--- config.mk ---
export PLATFORM = sky130hd
export DESIGN_NAME = msq_out
export DESIGN_NICKNAME = d
export VERILOG_FILES = /design/src/rtl/msq_pkg.sv /design/src/rtl/msq_out.sv
export SDC_FILE = /design/constraint.sdc
export NUM_CORES = 1
export LEC_CHECK = 0
export BUFFER_PORTS_ARGS = -buffer_cell sky130_fd_sc_hd__clkbuf_2
export CAP_MARGIN = 5
export CELL_PAD_IN_SITES_DETAIL_PLACEMENT = 2
export CELL_PAD_IN_SITES_GLOBAL_PLACEMENT = 2
export CORE_MARGIN = 4
export CORE_UTILIZATION = 30
export CTS_CLUSTER_SIZE = 10
export DETAILED_ROUTE_END_ITERATION = 10
export PLACE_DENSITY = 0.81
export SKIP_CTS_REPAIR_TIMING = 1
export SLEW_MARGIN = 0
export SYNTH_ARGS = -nofsm -noshare
export SYNTH_HDL_FRONTEND = slang
export SYNTH_SLANG_ARGS = --single-unit
--- constraint.sdc ---
create_clock -name clk_i -period 23.5 [get_ports clk_i]
set_input_delay 2.35 -clock clk_i [delete_from_list [all_inputs] [get_ports clk_i]]
set_output_delay 2.35 -clock clk_i [all_outputs]
set_load 0.02 [all_outputs]
--- src/rtl/msq_pkg.sv ---
// Shared types, widths and the segment lookup for the marching-squares cell unit.
// No dependencies.
package msq_pkg;

  localparam int INDEX_BITS  = 10;
  localparam int SAMPLE_BITS = 16;
  localparam int THR_BITS    = 16;
  localparam int COORD_W     = 32;
  localparam int STEP_W      = 31;
  localparam int CFG_IDX_W   = 3;
  localparam int CFG_DATA_W  = 32;

  // corner difference, edge magnitudes, divider remainder, base coordinate
  localparam int DW = ((SAMPLE_BITS > THR_BITS) ? SAMPLE_BITS : THR_BITS) + 1;
  localparam int NW = DW + 1;
  localparam int QB = 17;
  localparam int RW = NW + QB + 1;
  localparam int CW = INDEX_BITS + 34;

  localparam logic [CFG_IDX_W-1:0] REG_THRESHOLD = 3'd0;
  localparam logic [CFG_IDX_W-1:0] REG_ORIGIN_X  = 3'd1;
  localparam logic [CFG_IDX_W-1:0] REG_ORIGIN_Y  = 3'd2;
  localparam logic [CFG_IDX_W-1:0] REG_STEP_X    = 3'd3;
  localparam logic [CFG_IDX_W-1:0] REG_STEP_Y    = 3'd4;

  typedef enum logic [1:0] {
    EDGE_BOTTOM = 2'd0,
    EDGE_RIGHT  = 2'd1,
    EDGE_TOP    = 2'd2,
    EDGE_LEFT   = 2'd3
  } edge_e;

  typedef struct packed {
    logic [INDEX_BITS-1:0]         cell_col;
    logic [INDEX_BITS-1:0]         cell_row;
    logic signed [SAMPLE_BITS-1:0] corner_a;
    logic signed [SAMPLE_BITS-1:0] corner_b;
    logic signed [SAMPLE_BITS-1:0] corner_c;
    logic signed [SAMPLE_BITS-1:0] corner_d;
  } msq_in_t;

  typedef struct packed {
    logic signed [COORD_W-1:0] start_x;
    logic signed [COORD_W-1:0] start_y;
    logic signed [COORD_W-1:0] end_x;
    logic signed [COORD_W-1:0] end_y;
    logic                      last_segment;
  } msq_out_t;

  // per-cell data that rides alongside the dividers
  typedef struct packed {
    logic [3:0]           mask;
    logic                 upper;
    logic signed [CW-1:0] bx;
    logic signed [CW-1:0] by;
  } msq_side_t;

  typedef struct packed {
    logic  any;
    logic  two;
    edge_e s0a;
    edge_e s0b;
    edge_e s1a;
    edge_e s1b;
  } msq_plan_t;

  function automatic msq_plan_t msq_plan(input logic [3:0] m, input logic upper);
    msq_plan_t p;
    p = '{any: 1'b1, two: 1'b0, s0a: EDGE_LEFT, s0b: EDGE_BOTTOM,
          s1a: EDGE_TOP, s1b: EDGE_RIGHT};
    case (m)
      4'd1, 4'd14: begin p.s0a = EDGE_LEFT;   p.s0b = EDGE_BOTTOM; end
      4'd2, 4'd13: begin p.s0a = EDGE_BOTTOM; p.s0b = EDGE_RIGHT;  end
      4'd4, 4'd11: begin p.s0a = EDGE_TOP;    p.s0b = EDGE_RIGHT;  end
      4'd8, 4'd7:  begin p.s0a = EDGE_LEFT;   p.s0b = EDGE_TOP;    end
      4'd3, 4'd12: begin p.s0a = EDGE_LEFT;   p.s0b = EDGE_RIGHT;  end
      4'd6, 4'd9:  begin p.s0a = EDGE_BOTTOM; p.s0b = EDGE_TOP;    end
      4'd5, 4'd10: begin
        p.two = 1'b1;
        if ((m == 4'd5) == upper) begin
          p.s0a = EDGE_LEFT;   p.s0b = EDGE_TOP;
          p.s1a = EDGE_BOTTOM; p.s1b = EDGE_RIGHT;
        end else begin
          p.s0a = EDGE_LEFT;   p.s0b = EDGE_BOTTOM;
          p.s1a = EDGE_TOP;    p.s1b = EDGE_RIGHT;
        end
      end
      default: p.any = 1'b0;
    endcase
    return p;
  endfunction

endpackage

--- src/rtl/msq_out.sv ---
// Output register for segment requests; a saddle cell's second segment waits here.
// Depends on msq_pkg.
module msq_out (
  input  logic              clk_i,
  input  logic              rst_ni,
  input  logic              load_i,
  input  logic              two_i,
  input  msq_pkg::msq_out_t seg0_i,
  input  msq_pkg::msq_out_t seg1_i,
  output logic              ready_o,
  output logic              valid_o,
  input  logic              stall_i,
  output msq_pkg::msq_out_t data_o
);
  import msq_pkg::*;

  msq_out_t out_q, sec_q;
  logic     valid_q, have2_q;

  assign ready_o = !have2_q && (!valid_q || !stall_i);

  always_ff @(posedge clk_i or negedge rst_ni) begin
    if (!rst_ni) begin
      valid_q <= 1'b0;
      have2_q <= 1'b0;
    end else if (valid_q && !stall_i && have2_q) begin
      have2_q <= 1'b0;
    end else if (ready_o) begin
      valid_q <= load_i;
      have2_q <= load_i && two_i;
    end
  end

  always_ff @(posedge clk_i) begin
    if (valid_q && !stall_i && have2_q) begin
      out_q <= sec_q;
    end else if (ready_o && load_i) begin
      out_q <= seg0_i;
      sec_q <= seg1_i;
    end
  end

  assign valid_o = valid_q;
  assign data_o  = out_q;

endmodule

======== Word-level counts from Yosys, hierarchy flattened ========
Index checks and enable logic that the tools add are counted.
storage, ports and cells
  register bits ........................... 260
  word-level logic and storage cells ...... 30
operators by class
  multiplexer cells ....................... 4
  bitwise logic cells ..................... 1
  reductions and logical operators ........ 13
operators by type and width
  operator           count
  $mux 129           2
  $logic_and 1x1->1  5
  $reduce_and 2->1   2
  $reduce_bool 2->1  2
  $logic_not 1->1    3
  $mux 1             2
  $logic_or 1x1->1   1
  $not 1->1          1

======== Longest topological paths before layout ========
  depth after elaboration ................. 6
  gate-level depth with buffers ........... 4
  depth with buffers taken out ............ 2

======== Least setup slack after synthesis ========
OpenSTA, ideal clock, no wires.
  path kind ............................... in2reg
  start ................................... input port load_i
  end ..................................... register out_q (netlist bit data_o[0]) (enable)
  arrival time ............................ 8.686 ns
  setup slack ............................. 14.142 ns
  stages .................................. 2
  buffers on the path ..................... 0
  path through ............................ nand2b_1 a22oi_1
on the way
  longest elaborated chain between the ends .. 2
RTL lines
  element                             line           source
  start, declared                     msq_out.sv:6   input logic load_i,
  $logic_and 1x1->1                   msq_out.sv:37  end else if (ready_o && load_i) begin
  $reduce_bool 2->1 (no source line)  n/a
  end signal, assigned                msq_out.sv:36  out_q <= sec_q;
  end signal, assigned                msq_out.sv:38  out_q <= seg0_i;
  end, declared                       msq_out.sv:17  msq_out_t out_q, sec_q;
No other way between the ends.
A chain may end at the register's enable or synchronous reset.

======== Worst setup path in the final report ========
  start ................................... input port stall_i
  end ..................................... output port ready_o
on the way
  longest elaborated chain between the ends .. 3
RTL lines
  element            line           source
  start, declared    msq_out.sv:12  input logic stall_i,
  $logic_not 1->1    msq_out.sv:20  assign ready_o = !have2_q && (!valid_q || !stall_i);
  $logic_or 1x1->1   msq_out.sv:20
  $logic_and 1x1->1  msq_out.sv:20
  end, declared      msq_out.sv:10  output logic ready_o,
No other way between the ends.

==> reports/qor.txt <==
Outcome: completed
TritonRoute pass-1 iters: 4
Slew @ Worst Pin: 0.995 ns
Hold_ws: 0.543 ns
Post-Synthesis Cells: 414
Count of state elements after synthesis: 260
Worst EP arrival: 2.93 ns
Crit-path cells: clkbuf_2 -> a21oi_1 -> clkbuf_2
# setup viols final: 0
Die extent in x: 186 um
CTS Buffer Depth: 3
Gr usage total: 15.9%
Peak Freq: 0.189 GHz
Final setup skew: 0.00785 ns
Cell mode on critical path: clkbuf_2
Sw frac: 31.1%
Max stage delay on crit path: 0.22 ns
Worst slew margin: 33.7%
Final ANT Viol Nets: 0
Total gr overflow: 0
Initial antenna violation count: 3
Worst Hold Depth: 1
Max Cap Violations: 0
Clk Tree Root Cell: clkbuf_16
Max-slew violations: 0
Power density cells: 118 mW/mm^2
Most frequent cells in the layout: 393 x clkbuf_2, 258 x edfxtp_1, 129 x mux2_2, 31 x clkbuf_16, 14 x clkbuf_1
Syn avg cell area: 22.9 um^2
Layout area overhead: 33.9%
H-tree Lvls: 1
Top Layer Used: met5
Tot Pwr: 1.50 mW
Fin nets: 1092
Commonest non-fill, non-tap cell in the layout: clkbuf_2
Met2 wire length: 15900 um
DR DRC count: 0
Met3 WL: 2400 um
Combinational share of power: 24.4%
Startpoint types: primary input
Sequential-to-total area share from yosys stat: 82.3%
Final Critical Period: 5.28 ns
Total wire length: 29000 um
Req. time, crit path: 21.15 ns
Layout cells sized above 1: 66.6%
Crit Path Class: in -> out
Clock Power Share: 27.8%
Worst Reg-to-Reg Cells: 4
Setup crit end kind: primary output
Static Leak: 5.10 nW
Max VDD drop: 0.0593 mV
Area of the mapped netlist: 0.00947 mm^2
Slowest stage cell, crit path: a21oi_1
Ports: 394
Num rows: 64
Die Ht: 186 um
Hold Vio Cnt, Final: 0
First-pass GRT wire length: 40900 um
RSZ-0062 raised after global routing: no
Core box area: 0.0308 mm^2
Port Buffer Count: 393
Clock Sinks: 260
CTS tree: built
Wl on met1: 9760 um
Vias: 5560
CTS Buf Count: 30
Gpl congestion: 0.786
HP Class: reg -> reg
Routed len/inst: 23.4 um
Synth Net Count: 677
Flop pwr share: 47.8%
Die area: 0.0345 mm^2
Internal power: 1.03 mW
Post-synth cell types: 13
Vias in the first global route: 6534
Later-pin clock latency in the skew report: 0.54 ns
Reg clk slew, reported paths: 0.06 ns
Iteration-0 DRC Markers: 236
YS warnings: 0
Final HPWL from detailed placement: 21600 um
Tcrit/Tclk final: 22.5%
Initial core utilization: 30.7%
Total negative slack: 0 ns
Max FO, Critical Path: 5
Largest net degree at the start of global routing: 72
R2r setup slk: 20.64 ns
Avg Vias per Cell: 4.48
Sw Pwr: 0.466 mW
[cell type report]
| class | instances | area, um^2 |
|---|---|---|
| Clock inverter | 1 | 5.00 |
| Timing Repair Buffer | 397 | 2000 |
| Clock buffer | 46 | 842 |
| Multi-Input combinational cell | 140 | 1540 |
| Sequential cell | 260 | 7800 |
| Tap cell | 396 | 495 |
| Fill cell | 3078 | 18200 |
| Antenna cell | 1 | 2.50 |
[registers in the layout (all words and copies together), names as in the netlist]
| signal | flops |
|---|---|
| data_o | 129 |
| have2_q | 1 |
| sec_q | 129 |
| valid_o | 1 |
[path summary, 6_finish.rpt]
check	from	endpoint
max in group asynchronous	rst_ni	have2_q
max	stall_i	ready_o
min reg2reg	sec_q[121]	data_o[121]
min in group asynchronous	rst_ni	valid_o
max reg2reg	have2_q	data_o[91]
min	sec_q[121]	data_o[121]
[per-stage QoR]
| step | instance area (um^2) | utilization [%] | cells | setup slack [ns] |
|---|---|---|---|---|
| 6_report | 12700 | 41.1 | 1241 | 18.22 |
| 5_1_grt | 12700 | 41.1 | 1241 | 18.13 |
| 4_1_cts | 12700 | 41.1 | 1240 | 18.21 |
| 2_1_floorplan | 9470 | - | 414 | 14.14 |
| 3_5_place_dp | 11800 | 38.4 | 1193 | 18.21 |
| 3_3_place_gp | 11800 | 38.4 | 1193 | 18.28 |
[power groups by stage]
stage | logic [mW] | clock network [mW] | registers, mW
after global placement | 0.364 | 0 | 0.713
after floorplan | 0.130 | 0 | 0.838
after global routing | 0.393 | 0.449 | 0.729
after CTS | 0.379 | 0.433 | 0.720
final | 0.366 | 0.417 | 0.716
after detailed placement | 0.376 | 0 | 0.729
[cells by family (layout without fill, tap and decap cells)]
kind of cell,count (synthesis),in the layout,share of synthesized area (%)
DFF,260,260,82.3
AOI/OAI and AO/OA,5,5,0.291
muxes,129,129,15.3
xor gates and xnor gates,1,1,0.0925
and+or+nand+nor,5,5,0.330
buffers and inverters,14,444,1.60
other,0,1,0
[cells in the mapped netlist (all sizes together)]
cell	number	share of area (%)
a21oi	3	0.16
a22oi	1	0.079
and2	1	0.066
buf	14	1.6
dfrtp	2	0.53
edfxtp	258	82
mux2	129	15
nand2	2	0.079
nand2b	1	0.066
nand3b	1	0.12
o21ai	1	0.053
xor2	1	0.093
[critical path, delay by kind of cell]
kind	cells	cell delay [ns]
buffers and inverters	2	0.36
AO/OA/AOI/OAI	1	0.22
[per-layer routing]
metal,up-vias,GRT usage (%)
li1,2485,-
met1,2750,16.0
met2,262,30.9
met3,59,5.41
met4,4,4.61
met5,-,0
(Power assumes the default switching activity.)
